<file path="src/rtl/abc_ram.sv">
// Generic single write port RAM with registered read.
module abc_ram #(
  parameter int WIDTH = 8,
  parameter int DEPTH = 16
) (
  input  logic                     clk,
  input  logic                     we,
  input  logic [$clog2(DEPTH)-1:0] waddr,
  input  logic [WIDTH-1:0]         wdata,
  input  logic [$clog2(DEPTH)-1:0] raddr,
  output logic [WIDTH-1:0]         rdata
);
  logic [WIDTH-1:0] mem [DEPTH];

  // write and registered read
  always_ff @(posedge clk) begin
    if (we) begin
      mem[waddr] <= wdata;
    end
    rdata <= mem[raddr];
  end
endmodule

</file>
<file path="config.mk">
export PLATFORM = sky130hd
export DESIGN_NAME = abc_ram
export DESIGN_NICKNAME = d
export VERILOG_FILES = /design/src/rtl/abc_ram.sv
export SDC_FILE = /design/constraint.sdc
export NUM_CORES = 1
export LEC_CHECK = 0
export ABC_CLOCK_PERIOD_IN_PS = 3200
export BUFFER_PORTS_ARGS = -buffer_cell sky130_fd_sc_hd__buf_2
export CORE_MARGIN = 2
export CORE_UTILIZATION = 47
export CTS_CLUSTER_DIAMETER = 150
export DETAILED_ROUTE_END_ITERATION = 10
export HOLD_SLACK_MARGIN = 0.15
export MAX_ROUTING_LAYER = met4
export SYNTH_ARGS = -nofsm -noshare
export SYNTH_HDL_FRONTEND = slang
export SYNTH_SLANG_ARGS = --single-unit
</file>
<file path="constraint.sdc">
create_clock -name clk -period 3.2 [get_ports clk]
set_input_delay 0.16 -clock clk [delete_from_list [all_inputs] [get_ports clk]]
set_output_delay 0.16 -clock clk [all_outputs]
set_load 0.03 [all_outputs]
</file>
==> results.py, run 1 <==
metrics = {
    "global_routing": {
        "grt_max_degree": 33,
        "use_met3_pct": 4.12,
        "antenna_found_initial": 0,
        "grt_pass1_wl_mm": 14.8,
        "top_usage_layer": "met2",
        "track_usage_pct": 19.4,
        "grt_pass1_vias": 2344,
        "globalRouteOverflowTotal": 0,
        "gr-usage-met2_pct": 29.3,
        "use_met1_pct": 26.8,
    },
    "power_and_ir_drop": {
        "p_leak_nw": 2.09,
        "p_per_area_nw_per_um2": 688,
        "peakVddDrop_uv": 340,
        "power_mw": 4.23,
    },
    "placement": {
        "io_buffers": 25,
        "hpwl_mm": 6.15,
        "gp_congestion": 0.750,
    },
    "cts": {
        "cts_htree_levels": 4,
        "ctsHoldBuffers": 8,
        "clk_pin_slew_worst_paths_ns": 0.06,
        "postCtsSetupRepairBufs": 0,
        "cts_tree": "done",
        "insertion_delay_ns": 0.52,
        "clock_path_buffers": 2,
        "cts.sinks": 136,
        "ctsResizeCount": 0,
        "numCtsBuffers": 17,
        "clockRootBuffer": "clkbuf_8",
    },
    "synth": {
        "synth_top_cell_by_area": "edfxtp_1",
        "ys_types": 19,
        "synth-edff-count": 128,
        "synthTopCellsByArea": "edfxtp_1 (75%), mux4_2 (7.9%), mux4_1 (7.1%)",
        "yosys-top-cells-count": "edfxtp_1 (128), mux4_2 (18), a22oi_1 (16)",
        "netlist_instances": 229,
        "synth-warning-count": 0,
        "synth_fp_nets": 247,
        "synthArstFlopShare_pct": 0,
        "synth.most_common_cell": "edfxtp_1",
        "syn_area_um2": 5150,
        "ys_seq_elements": 136,
        "synth_top_area_share_pct": 74.7,
        "synthFlopType": "edfxtp_1",
        "synth.avg_cell_area_um2": 22.5,
        "synth-seq-area-share_pct": 77.8,
    },
    "critical_path": {
        "arrival_ns": 1.93,
        "crit_fanout": 25,
        "rrSetupSlack_ns": 1.82,
        "critPathRequiredTime_ns": 3.60,
        "end_kind": "register",
        "r2r_end": "rdata[1]",
        "crit_end": "rdata[4]",
        "crit_type": "in2reg",
        "start_kind": "primary input",
        "r2r-start": "mem[1][1]",
        "reg2reg_depth": 3,
        "cp-startpoint": "raddr[0]",
    },
    "cells_and_area": {
        "num_antenna_cells": 0,
        "post-route-util_pct": 57.3,
        "drive_gt1_share_pct": 29.5,
        "nets": 300,
        "synthToLayoutAreaGrowth_pct": 19.5,
    },
    "sta": {
        "setup_tns_ns": 0,
        "rsz0062_at_grt": "false",
        "finalMaxSlewViolations": 0,
        "skew_ns": 0.0119,
        "fmax_mhz": 654,
        "max_slew.worst_pin.slew_ns": 1.21,
        "slew_headroom_pct": 18.8,
        "post-route-period-util_pct": 47.8,
        "hold_viol": 0,
        "min_period_ns": 1.53,
        "setup_violations": 0,
    },
    "routing": {
        "routed_wl_mm": 10.2,
        "drc_errors": 0,
        "drt_iter0_markers": 313,
        "vias": 2429,
        "ant_nets": 0,
        "drtPass1Iterations": 4,
        "wl_per_cell_um": 23.4,
        "vias_per_cell": 5.58,
    },
    "die": {
        "core_um2": 10700,
        "start_util_pct": 47.9,
        "die_w_um": 109,
        "die_area_um2": 11800,
        "fp.dieH_um": 109,
        "rows": 38,
        "ios": 26,
    },
    "worst_hold_path": {
        "holdPathStages": 3,
        "min_path_type": "in2reg",
    },
    "flow_run": {
        "drv_cap": 0,
    },
    "run_status": {
        "outcome": "complete, no violations",
    },
}
==> cells in the final DEF (no fill, tap or decap) <==
cell / count
clkinv_4: 4
bufinv_16: 4
nand3b_1: 2
and2b_1: 1
mux4_1: 14
buf_4: 11
nand2b_1: 2
nand2_1: 9
clkbuf_8: 1
or3b_2: 1
edfxtp_1: 128
clkinvlp_4: 2
a22oi_1: 16
clkbuf_16: 16
buf_2: 25
dfxtp_1: 8
nor2_1: 13
dlygate4sd3_1: 8
mux4_2: 18
and2_1: 1
nand3_1: 1
inv_6: 5
nor3_1: 4
nor2b_1: 1
==> critical path: stages <==
cell and delay [ns]:
buf_2 0.61, buf_4 0.34, mux4_2 0.52, a22oi_1 0.21, nand2_1 0.07
==> worst min path at each step <==
stage / start / end / slack, ns
6_report: waddr[0] / mem[4][6] / 0.21
5_1_grt: waddr[1] / mem[4][7] / 0.22
4_1_cts: waddr[0] / mem[4][2] / 0.20
3_5_place_dp: wdata[7] / mem[10][7] / 0.55
3_3_place_gp: wdata[7] / mem[11][7] / 0.54
2_1_floorplan: wdata[0] / mem[0][0] / 0.26
==> power breakdown <==
| group | total [mW] | internal [mW] | switching, mW |
|---|---|---|---|
| registers | 2.00 | 1.99 | 0.0115 |
| clock network | 2.02 | 1.28 | 0.744 |
| logic | 0.204 | 0.0804 | 0.124 |
| total | 4.23 | 3.35 | 0.879 |
==> metrics by stage <==
stage / std cells / setup WS, ns / hold WS, ns / cell area (um^2)
final: 435 / 1.67 / 0.211 / 6150
after global routing: 435 / 1.52 / 0.220 / 6150
after CTS: 435 / 1.64 / 0.196 / 6150
after detailed placement: 395 / 1.12 / 0.547 / 5440
after global placement: 395 / 1.10 / 0.544 / 5440
after floorplan: 229 / 1.55 / 0.259 / 5150
==> per-layer routing <==
metal	vias to the layer above	wire, um	share of wire (%)
met3	12	506	5.0
met5	-	0	0
li1	1080	-	-
met2	74	5030	49
met1	1263	4510	44
met4	0	148	1.5
==> flip-flops by register name (all words and copies together) (netlist names) <==
name / count
rdata: 8
mem: 128
==> cells by family (layout without fill, tap and decap cells) <==
family	Yosys count	count (layout)	share of synthesized area (%)
AOI/OAI and AO/OA	16	16	2.33
buffers and inverters	10	76	1.68
DFF	136	136	77.8
muxes	32	32	15.0
and+or+nand+nor	35	35	3.18
==> cell type report <==
class | count | area [um^2]
Clock inverter | 15 | 214
Tap cell | 140 | 175
Fill cell | 808 | 4590
Sequential cell | 136 | 4000
Clock buffer | 17 | 414
Timing Repair Buffer | 44 | 288
Multi-Input combinational cell | 83 | 1060
Note: power is estimated with default switching activity, not from simulation.
==> run 2, diff against run 1 <==
--- a/config.mk
+++ b/config.mk
@@ -5,7 +5,8 @@
 export SDC_FILE = /design/constraint.sdc
 export NUM_CORES = 1
 export LEC_CHECK = 0
-export ABC_CLOCK_PERIOD_IN_PS = 3200
+export ABC_AREA = 1
+export ABC_CLOCK_PERIOD_IN_PS = 1360
 export BUFFER_PORTS_ARGS = -buffer_cell sky130_fd_sc_hd__buf_2
 export CORE_MARGIN = 2
 export CORE_UTILIZATION = 47
@@ -13,6 +14,7 @@
 export DETAILED_ROUTE_END_ITERATION = 10
 export HOLD_SLACK_MARGIN = 0.15
 export MAX_ROUTING_LAYER = met4
+export PLACE_DENSITY = 0.66
 export SYNTH_ARGS = -nofsm -noshare
 export SYNTH_HDL_FRONTEND = slang
 export SYNTH_SLANG_ARGS = --single-unit
==> constraint.sdc (replaced) <==
create_clock -name clk -period 1.36 [get_ports clk]
set_input_delay 0.068 -clock clk [delete_from_list [all_inputs] [get_ports clk]]
set_output_delay 0.068 -clock clk [all_outputs]
set_load 0.03 [all_outputs]
==> run 2 against run 1 <==
Net effect:
- power is 130% higher
- worst hold slack better by 0.017 ns
- combinational power grew to 3.2 times the previous value
- clock power is 110% higher
- register-to-register slack worse by 1.5 ns
- global-route usage is 2.8 points higher
- routed wire length is 26% higher
- worst setup slack worse by 1.4 ns
- critical path depth is 4 lower
- flip-flop and latch count stayed put
- synthesized area is 12% higher
- first-iteration DRC count is 11% higher
==> results.py, run 2 <==
metrics = {
    "run_status": {
        "outcome": "complete, no violations",
    },
    "critical_path": {
        "crit_chain": "buf_2",
        "crit_type": "reg2out",
        "worst-path-buf-inv": 1,
        "rrSetupSlack_ns": 0.30,
        "crit_family": "flip-flops",
        "slowest_stage": "dfxtp_1",
        "crit_fanout": 1,
        "arrival_ns": 1.00,
        "critical-path-max-stage-delay_ns": 0.37,
        "start_kind": "register",
        "end_kind": "output port",
        "critPathRequiredTime_ns": 1.29,
    },
    "synth": {
        "synth-edff-count": 128,
        "synthFlopType": "edfxtp_1",
        "yosys-top-cells-count": "nand2_1 (173), edfxtp_1 (128), inv_1 (100)",
        "ys_seq_elements": 136,
        "ys_types": 12,
        "synth-seq-area-share_pct": 69.4,
        "synth.most_common_cell": "nand2_1",
        "synth-warning-count": 0,
        "synth.avg_cell_area_um2": 10.5,
        "synth_fp_nets": 569,
        "synth_top_cell_by_area": "edfxtp_1",
        "synthArstFlopShare_pct": 0,
        "synth_top_area_share_pct": 66.7,
        "syn_area_um2": 5770,
        "synthTopCellsByArea": "edfxtp_1 (67%), nand2_1 (11%), nand3_1 (8.4%)",
        "netlist_instances": 551,
    },
    "power_and_ir_drop": {
        "switching_share_pct": 20.9,
        "p_per_area_nw_per_um2": 1420,
        "pwr-share-seq_pct": 49.0,
        "power_switching_mw": 2.01,
        "peakVddDrop_uv": 1100,
        "power_mw": 9.64,
        "p_comb_share_pct": 6.7,
        "p_clk_share_pct": 44.3,
        "internal_power_mw": 7.63,
        "p_leak_nw": 2.96,
    },
    "cts": {
        "postCtsSetupRepairBufs": 0,
        "cts_tree": "done",
        "numCtsBuffers": 17,
        "clockRootBuffer": "clkbuf_16",
        "clk_pin_slew_worst_paths_ns": 0.05,
        "cts_htree_levels": 4,
        "ctsHoldBuffers": 9,
        "insertion_delay_ns": 0.42,
        "clock_path_buffers": 2,
        "ctsResizeCount": 0,
        "cts.sinks": 136,
    },
    "die": {
        "rows": 40,
        "die_w_um": 115,
        "core_um2": 12000,
        "start_util_pct": 48.0,
        "die_area_um2": 13200,
        "fp.dieH_um": 115,
        "ios": 26,
    },
    "sta": {
        "skew_ns": 0.0176,
        "finalMaxSlewViolations": 0,
        "setup_violations": 0,
        "setup_tns_ns": 0,
        "hold_viol": 0,
        "rsz0062_at_grt": "false",
        "max_slew.worst_pin.slew_ns": 0.528,
        "min_period_ns": 1.07,
        "fmax_mhz": 934,
        "slew_headroom_pct": 64.8,
        "post-route-period-util_pct": 78.8,
    },
    "placement": {
        "gp_congestion": 0.856,
        "dpl-instance-area_um2": 6130,
        "hpwl_mm": 8.01,
        "io_buffers": 25,
    },
    "global_routing": {
        "globalRouteOverflowTotal": 0,
        "antenna_found_initial": 0,
        "grt_pass1_vias": 3873,
        "grt_pass1_wl_mm": 20.7,
        "track_usage_pct": 22.3,
        "grt_max_degree": 65,
    },
    "routing": {
        "drtPass1Iterations": 4,
        "drc_errors": 0,
        "routed_wl_mm": 12.9,
        "wl_per_cell_um": 16.9,
        "vias_per_cell": 5.03,
        "ant_nets": 0,
        "vias": 3841,
        "drt_iter0_markers": 348,
    },
    "cells_and_area": {
        "num_antenna_cells": 0,
        "regArea_um2": 4000,
        "drive_gt1_share_pct": 12.0,
        "final_area_um2": 6780,
        "nets": 621,
        "layout_common_cells": "nand2_1 (173), edfxtp_1 (128), inv_1 (100)",
        "top_regs": "mem (128), rdata (8)",
        "multi_input_area_um2": 1210,
        "largest_reg_flops": 128,
        "fill_cells": 1029,
        "synthToLayoutAreaGrowth_pct": 17.6,
        "regMostFlops": "mem",
        "layout_commonest_cell": "nand2_1",
        "post-route-util_pct": 56.5,
    },
    "worst_hold_path": {
        "min_path_type": "in2reg",
    },
    "flow_run": {
        "drv_cap": 0,
    },
}
run 2: area by class of cell:
cell class,count,area share (%)
well taps,147,2.71
clock buffers,28,7.62
multi-input cells,289,17.9
inverters,102,5.65
flip-flops and latches,136,59.0
clock inverters,4,0.627
repair buffers,57,6.46
run 2: path summary, 6_finish.rpt:
check	start	depth (start not counted)	endpoint
setup / recovery	rdata[3]	1	rdata[3]
hold / removal	raddr[2]	5	rdata[4]
setup reg to reg	mem[5][3]	6	rdata[3]
hold reg to reg	mem[14][4]	6	rdata[4]
run 2: per-stage QoR:
step	setup slack [ns]	std cells	hold WS, ns
2_1_floorplan	0.341	551	0.167
3_3_place_gp	0.225	722	0.442
3_5_place_dp	0.194	722	0.453
4_1_cts	0.243	763	0.215
5_1_grt	0.246	763	0.259
6_report	0.289	763	0.228
run 2: power groups by stage:
stage	sequential [mW]	combinational [mW]	clock [mW]
after floorplan	4.85	0.331	0
final	4.72	0.651	4.27
after CTS	4.72	0.656	4.35
after global placement	4.80	0.620	0
after global routing	4.73	0.721	4.51
after detailed placement	4.81	0.631	0
run 2: tightest hold or removal path, delay by kind of cell:
kind	cells	cell delay, ns
buffers and inverters	2	0.30
and+or+nand+nor	3	0.22
run 2: cells by family after synthesis:
kind of cell           Yosys count  share of synthesized area [%]
DFF                            136                           69.4
and+or+nand+nor                289                           21.0
buffers and inverters          126                           9.52
run 2: metal layers:
layer  part of all wire, %  global-route usage, %  vias up  wire length [um]
met2                    49                   35.8      124              6360
met4                   1.6                   8.03        0               201
met5                     0                      -        -                 0
met3                   6.0                   5.06       19               772
met1                    43                   28.0     1822              5530
li1                      -                      -     1876                 -
