[config.mk]
export PLATFORM = sky130hd
export DESIGN_NAME = abc_link_unit
export DESIGN_NICKNAME = d
export VERILOG_FILES = /design/src/rtl/abc_pkg.sv /design/src/rtl/abc_link_unit.sv
export SDC_FILE = /design/constraint.sdc
export NUM_CORES = 1
export LEC_CHECK = 0
export BUFFER_PORTS_ARGS = -buffer_cell sky130_fd_sc_hd__buf_2
export CAP_MARGIN = 30
export CORE_AREA = 2 2 293 295
export DETAILED_ROUTE_END_ITERATION = 8
export DIE_AREA = 0 0 295 297
export PLACE_DENSITY = 0.44
export SYNTH_ARGS = -nofsm -noshare
export SYNTH_HDL_FRONTEND = slang
export SYNTH_SLANG_ARGS = --single-unit
[constraint.sdc]
create_clock -name vclk -period 5.2
set_input_delay 0.52 -clock vclk [all_inputs]
set_output_delay 0.52 -clock vclk [all_outputs]
set_load 0.005 [all_outputs]
[src/rtl/abc_pkg.sv]
// Shared constants, codes and item types of the alignment block chainer.
package abc_pkg;

  localparam int MAX_BLOCKS = 1024;
  localparam int IDX_W      = $clog2(MAX_BLOCKS);
  localparam int CNT_W      = IDX_W + 1;
  localparam int COORD_W    = 31;
  localparam int TGS_W      = 17;
  localparam int WEIGHT_W   = COORD_W + IDX_W;
  localparam int NUM_W      = 10;

  localparam logic [COORD_W-1:0] GAP_RESET     = COORD_W'(5000);
  localparam logic [COORD_W-1:0] BREADTH_RESET = COORD_W'(5000);

  localparam logic CFG_MAX_GAP     = 1'b0;
  localparam logic CFG_MIN_BREADTH = 1'b1;

  localparam logic OP_LOAD = 1'b0;
  localparam logic OP_PULL = 1'b1;

  typedef struct packed {
    logic               operation;
    logic [COORD_W-1:0] q_start;
    logic [COORD_W-1:0] q_end;
    logic [COORD_W-1:0] t_start;
    logic [COORD_W-1:0] t_end;
    logic [15:0]        target_id;
    logic               strand;
    logic [COORD_W-1:0] aligned_size;
    logic               last_block;
  } in_item_t;

  typedef struct packed {
    logic [NUM_W-1:0]   block_number;
    logic [COORD_W-1:0] out_q_start;
    logic [COORD_W-1:0] out_q_end;
    logic [COORD_W-1:0] out_t_start;
    logic [COORD_W-1:0] out_t_end;
    logic               last_in_chain;
    logic               none_left;
  } out_item_t;

  typedef struct packed {
    logic [COORD_W-1:0] qs;
    logic [COORD_W-1:0] qe;
    logic [COORD_W-1:0] ts;
    logic [COORD_W-1:0] te;
    logic [TGS_W-1:0]   tgs;
    logic [COORD_W-1:0] size;
    logic [IDX_W-1:0]   order;
  } block_t;

  typedef struct packed {
    logic                taken;
    logic [CNT_W-1:0]    epoch;
    logic [WEIGHT_W-1:0] weight;
    logic                prev_valid;
    logic [IDX_W-1:0]    prev_idx;
  } vertex_t;

  typedef struct packed {
    logic chain_ik;
    logic chain_fk;
    logic after_key;
  } link_t;

endpackage

[src/rtl/abc_link_unit.sv]
// Shared compare unit: chain tests against two held blocks and the sort order test.
module abc_link_unit import abc_pkg::*; (
  input  block_t             blk_i,
  input  block_t             blk_f,
  input  block_t             blk_k,
  input  block_t             key,
  input  logic [COORD_W-1:0] gap,
  output link_t              link
);
  logic [COORD_W:0] dq_i, dt_i, dq_f, dt_f;

  // signed gaps between the end of a held block and the start of the read block
  assign dq_i = {1'b0, blk_k.qs} - {1'b0, blk_i.qe};
  assign dt_i = {1'b0, blk_k.ts} - {1'b0, blk_i.te};
  assign dq_f = {1'b0, blk_k.qs} - {1'b0, blk_f.qe};
  assign dt_f = {1'b0, blk_k.ts} - {1'b0, blk_f.te};

  assign link.chain_ik = (blk_i.tgs == blk_k.tgs) &&
                         !dq_i[COORD_W] && (dq_i[COORD_W-1:0] < gap) &&
                         !dt_i[COORD_W] && (dt_i[COORD_W-1:0] < gap);
  assign link.chain_fk = (blk_f.tgs == blk_k.tgs) &&
                         !dq_f[COORD_W] && (dq_f[COORD_W-1:0] < gap) &&
                         !dt_f[COORD_W] && (dt_f[COORD_W-1:0] < gap);
  // stored block sorts after the new key
  assign link.after_key = (blk_k.qs > key.qs) || ((blk_k.qs == key.qs) && (blk_k.ts > key.ts));
endmodule

==> results of run 1 <==
-- layout by cell type (no fill, tap or decap), types with 20 or more instances in the layout --
master,Yosys,routed
xnor2_1,93,91
xor2_1,46,46
nand4_1,47,47
nor2b_1,21,21
nand3_1,20,20
a21oi_1,135,124
o21bai_1,22,22
ha_1,306,302
buf_4,0,319
buf_2,0,331
a21o_1,109,109
inv_1,251,248
nor3_1,23,20
nor2_1,79,78
o21a_1,26,26
o21ai_0,71,61
nand2_1,61,59
-- metal layers --
layer / GRT usage (%) / up-vias / share of wire (%)
met5: 0 / - / 0
met4: 0.899 / 0 / 0.96
met3: 0.463 / 30 / 2.5
met2: 19.5 / 247 / 45
met1: 17.2 / 5540 / 52
li1: - / 6758 / -
-- power by group through the flow --
stage                     combinational [µW]  clock [µW]  sequential [µW]
after floorplan                         1150           0                0
after global placement                  2080           0                0
after detailed placement                2070           0                0
after CTS                               2130           0                0
after global routing                    2410   0.0000515                0
final                                   2130   0.0000776                0
-- area by class of cell --
cell class / count / area, µm² / share of cell area, %
antenna: 3 / 7.51 / 0.0446
tap: 1144 / 1430 / 8.50
multi-input combinational: 1248 / 10400 / 61.5
inverter: 251 / 945 / 5.61
timing repair buffer: 655 / 4110 / 24.4
-- critical path, stage by stage --
cell and delay, ns:
buf_2 0.07, inv_1 0.04, buf_4 0.13, ha_1 0.20, fa_2 0.37, o21ai_2 0.16, a41o_1 0.29, o31ai_4 0.14
a2111oi_4 0.36, buf_4 0.17, nor2_1 0.04, o21ai_0 0.24, o41ai_1 0.12, xnor2_1 0.29, ha_1 0.31, a21oi_1 0.16
o22ai_1 0.09, a21oi_1 0.12, nand4_1 0.13, a2111oi_2 0.35, buf_4 0.16, o41ai_2 0.06, nor4b_2 0.31, buf_4 0.19
buf_6 0.10
-- through the flow --
stage               hold slack [ns]  TNS [ns]  util (%)  power, µW
finish                         1.70    -0.851      19.9       2130
global route                   1.76     -1.52      19.9       2410
CTS                            1.72     -1.14      19.6       2130
detailed placement             1.71     -2.44      19.3       2070
global placement               1.70     -2.40      19.3       2080
floorplan                      1.34         0         -       1150
-- final timing paths --
| check | startpoint | end | cells after the start |
|---|---|---|---|
| max | blk_k[151] | link[2] | 25 |
| min | blk_f[150] | link[1] | 5 |
-- timing repair --
| action | in CTS | in global routing |
|---|---|---|
| setup endpoints to repair | 2 | 2 |
| pin swaps | 30 | 54 |
| hold buffers | 0 | 0 |
| buffers inserted | 6 | 2 |
| gates resized for setup | 54 | 43 |
-- cells by family (layout without fill, tap and decap cells) --
family	count (synthesis)	after routing	share of synthesized area, %
adders and majority gates	310	310	35.8
other	0	3	0
AOI/OAI and AO/OA	479	479	29.0
and+or+nand+nor	320	320	15.0
xor gates and xnor gates	139	139	11.2
buffers and inverters	261	906	9.05
==> key figures, run 1 <==
Outcome
  • Status: finished, violations left
  • Failing checks: setup timing

Power
  • Clock power share: 0%
  • Power per cell area: 127 mW/mm²
  • Net Sw Frac: 51.1%
  • Internal power: 1040 µW
  • Cell leakage power: 0.00916 µW
  • Flop pwr share: 0%
  • Max IR drop VDD: 0.0334 mV
  • Logic pwr share: 100.0%
  • Switch Pwr: 1090 µW

Final layout
  • Nets: 3225
  • Seq cells: 0
  • Fill cells: 9686
  • Syn-to-layout area delta: 54.4%
  • Clkbuf count: 0
  • Register area: 0 µm²
  • Share of layout cells above drive strength 1: 33.6%
  • Post-route cell area: 0.0168 mm²
  • Final Non-Filler Cells: 3301

Placement
  • RD Place Congestion: 0.831
  • Placed Instances: 3291
  • Port buffer count: 333
  • Area after DPL: 0.0163 mm²
  • Pre-CTS setup slack: -1.26 ns
  • Post-DP HPWL: 49300 µm

Worst setup path
  • Worst Setup End Kind: output pin
  • Kind of critical path: input pin to output pin
  • Required time worst endpoint: 4.68 ns
  • CP max FO: 4
  • Critical path launch point type: input pin
  • CP arrival: 5.13 ns

STA
  • Final count of hold timing violations: 0
  • Slew Viols, Final: 0
  • Final setup fails: 2
  • Period minus WS final: 5.65 ns
  • Final Worst Setup Slack: -0.446 ns
  • RSZ-0062 raised after global routing: yes
  • Final period utilization: 109%
  • Fmax: 0.177 GHz
  • Slew @ Worst Pin: 0.886 ns
  • Rel. slew slack: 40.4%

Logic synthesis
  • Dominant cells by area after synthesis: ha_1 (35%), inv_1 (8.6%), a21o_1 (7.5%)
  • Syn Area/Cell: 7.23 µm²
  • Mapped Area: 0.0109 mm²
  • Cell variety after synth: 60
  • Count leader, synth: ha_1
  • Synth Warn #: 0
  • Synth area leader: ha_1
  • Seq/Total Area, Yosys: 0%
  • Top cell type's share of synthesized area: 35.1%
  • Most frequent cells after synthesis: ha_1 (306), inv_1 (251), a21oi_1 (135)
  • Synth Net Count: 2578
  • Cells after synthesis: 1509

Drt
  • Drt wl/cell: 16.0 µm
  • DRT Pass-1 Iters: 4
  • First DRT Iteration DRCs: 459
  • Drt drc: 0
  • Post-Route WL: 52800 µm
  • Vias/cell: 3.81
  • Antenna viol nets, final: 0
  • Routed vias: 12600

Die
  • I/O pin total: 762
  • FP Rows: 107
  • Die H: 297 µm
  • Starting density of the core: 12.9%
  • Die ar.: 0.0876 mm²
  • CORE AREA: 0.0845 mm²
  • Die width: 295 µm

Hold path
  • Worst Hold Class: input pin to output pin

GRT
  • Global-route wire length before repair: 77800 µm
  • Number of global-route vias before repair: 12800
  • Largest net degree at the start of global routing: 9
  • Initial antenna violation count: 10
  • Grt ovf: 0
  • Total GRT Usage: 11.7%

Flow run
  • Max cap viols: 0
(Power assumes the default switching activity.)
==> inputs of run 2 (changes only) <==
--- a/config.mk
+++ b/config.mk
@@ -13,2 +13,4 @@
 export PLACE_DENSITY = 0.44
+export REMOVE_ABC_BUFFERS = 1
+export SKIP_LAST_GASP = 1
 export SYNTH_ARGS = -nofsm -noshare
==> constraint.sdc (replaced) <==
create_clock -name vclk -period 5.2
set_input_delay 0.52 -clock vclk [all_inputs]
set_output_delay 0.52 -clock vclk [all_outputs]
set_load 0.01 [all_outputs]
==> key figures, run 2 (synthesized netlist as in run 1, its figures left out) <==
Worst setup path
  • Required time worst endpoint: 4.68 ns
  • CP arrival: 5.18 ns
  • Worst-path cell chain: buf_2, inv_1, ha_1, a21o_1, a2111oi_0, a21bo_2, a211oi_1, o31a_1, buf_4, o21ai_2, a21oi_1, a31oi_1, xor2_1, ha_1, buf_4, a2111oi_4, nand3_2, nor3_4, o21ai_2, nor4_4, o311a_1, o311a_1, buf_6
  • CP max FO: 3
  • Critical path launch point type: input pin
  • Kind of critical path: input pin to output pin
  • Crit path largest cell delay: 0.37 ns
  • Worst Setup End Kind: output pin
  • Slowest CP cell: a2111oi_0

Final layout
  • Share of layout cells above drive strength 1: 34.1%
  • Post-route cell area: 0.0170 mm²
  • Syn-to-layout area delta: 55.6%
  • Register area: 0 µm²
  • Most common cell after layout, fill and taps aside: buf_4
  • Clkbuf count: 0
  • Most frequent cells in the layout: buf_4 (342), buf_2 (330), ha_1 (304)
  • Final Non-Filler Cells: 3325
  • Seq cells: 0
  • Util after Layout: 20.1%
  • Fill cells: 9681
  • Nets: 3247

Power
  • Net Sw Frac: 50.5%
  • Cell leakage power: 0.00927 µW
  • Clock power share: 0%
  • Internal power: 1060 µW
  • Flop pwr share: 0%
  • Switch Pwr: 1080 µW
  • Max IR drop VDD: 0.0353 mV
  • Logic pwr share: 100.0%
  • Power per cell area: 126 mW/mm²

Placement
  • Area after DPL: 0.0164 mm²
  • Placed Instances: 3300
  • RD Place Congestion: 0.823
  • Post-DP HPWL: 48800 µm
  • Pre-CTS setup slack: -1.59 ns
  • Port buffer count: 333

Die
  • FP Rows: 107
  • Die H: 297 µm
  • Die width: 295 µm
  • Die ar.: 0.0876 mm²
  • I/O pin total: 762
  • CORE AREA: 0.0845 mm²
  • Starting density of the core: 12.9%

STA
  • Period minus WS final: 5.70 ns
  • RSZ-0062 raised after global routing: yes
  • Final Worst Setup Slack: -0.502 ns
  • Setup TNS Final: -0.824 ns
  • Slew @ Worst Pin: 0.850 ns
  • Fmax: 0.175 GHz
  • Final period utilization: 110%
  • Rel. slew slack: 42.8%
  • Final setup fails: 2
  • Slew Viols, Final: 0
  • Final count of hold timing violations: 0

Hold path
  • Hold path cells: 5
  • WHS Endpoint: link[1]
  • Hold path start: blk_f[149]
  • Worst Hold Class: input pin to output pin

Drt
  • Drt wl/cell: 15.8 µm
  • Vias/cell: 3.79
  • Post-Route WL: 52500 µm
  • First DRT Iteration DRCs: 448
  • Routed vias: 12600
  • Antenna viol nets, final: 0
  • DRT Pass-1 Iters: 4
  • Drt drc: 0

GRT
  • Largest net degree at the start of global routing: 9
  • Grt ovf: 0
  • Total GRT Usage: 11.6%
  • Initial antenna violation count: 11
  • Number of global-route vias before repair: 13000
  • Global-route wire length before repair: 77400 µm

Clocking
  • Hold buffers post-CTS: 0

Flow run
  • Max cap viols: 0

Outcome
  • Failing checks: setup timing
  • Status: finished, violations left
==> run 2: stage by stage <==
| step | total power [µW] | hold WS, ns |
|---|---|---|
| 6_report | 2140 | 1.70 |
| 5_1_grt | 2420 | 1.76 |
| 4_1_cts | 2150 | 1.67 |
| 3_5_place_dp | 2060 | 1.65 |
| 3_3_place_gp | 2070 | 1.64 |
| 2_1_floorplan | 1140 | 1.38 |
==> run 2: final cells by class <==
type | count | area [µm²] | share of cell area (%)
well taps | 1144 | 1430 | 8.43
diodes | 5 | 12.5 | 0.0737
inverters | 251 | 945 | 5.56
multi-input cells | 1248 | 10300 | 60.8
repair buffers | 677 | 4280 | 25.2
==> run 2: worst max path at each step <==
stage / start / to / slack [ns] / cells past startpoint
finish: blk_f[125] / link[1] / -0.50 / 23
global route: blk_k[89] / link[1] / -0.78 / 30
CTS: blk_k[89] / link[1] / -0.81 / 29
detailed placement: blk_k[89] / link[1] / -1.59 / 29
global placement: blk_k[89] / link[1] / -1.47 / 29
floorplan: blk_k[89] / link[2] / -0.36 / 21
==> run 2: power by group through the flow <==
stage                     registers [µW]  logic [µW]  clock network (µW)
after floorplan                        0        1140                   0
after global placement                 0        2070                   0
after detailed placement               0        2060                   0
after CTS                              0        2150                   0
after global routing                   0        2420            0.000103
final                                  0        2140           0.0000738
==> run 2: worst max-delay path, delay by kind of cell <==
family | cells | cell delay, ns
and+or+nand+nor | 3 | 0.50
buffers and inverters | 5 | 0.52
adders and majority gates | 2 | 0.59
AOI/OAI and AO/OA | 12 | 2.84
xor gates and xnor gates | 1 | 0.21
==> run 2: timing repair <==
item                       in CTS  in global routing
setup endpoints to repair       2                  2
gates resized for setup        70                 26
buffers inserted               18                  4
pin swaps                      46                 27
==> run 2: routing by layer <==
layer | vias up | wire [µm] | share of wire [%] | global-route usage (%)
li1 | 6789 | - | - | -
met1 | 5543 | 27100 | 52 | 16.9
met2 | 246 | 23400 | 45 | 19.4
met3 | 32 | 1460 | 2.8 | 0.568
met4 | 2 | 577 | 1.1 | 1.12
met5 | - | 12 | 0.023 | 0
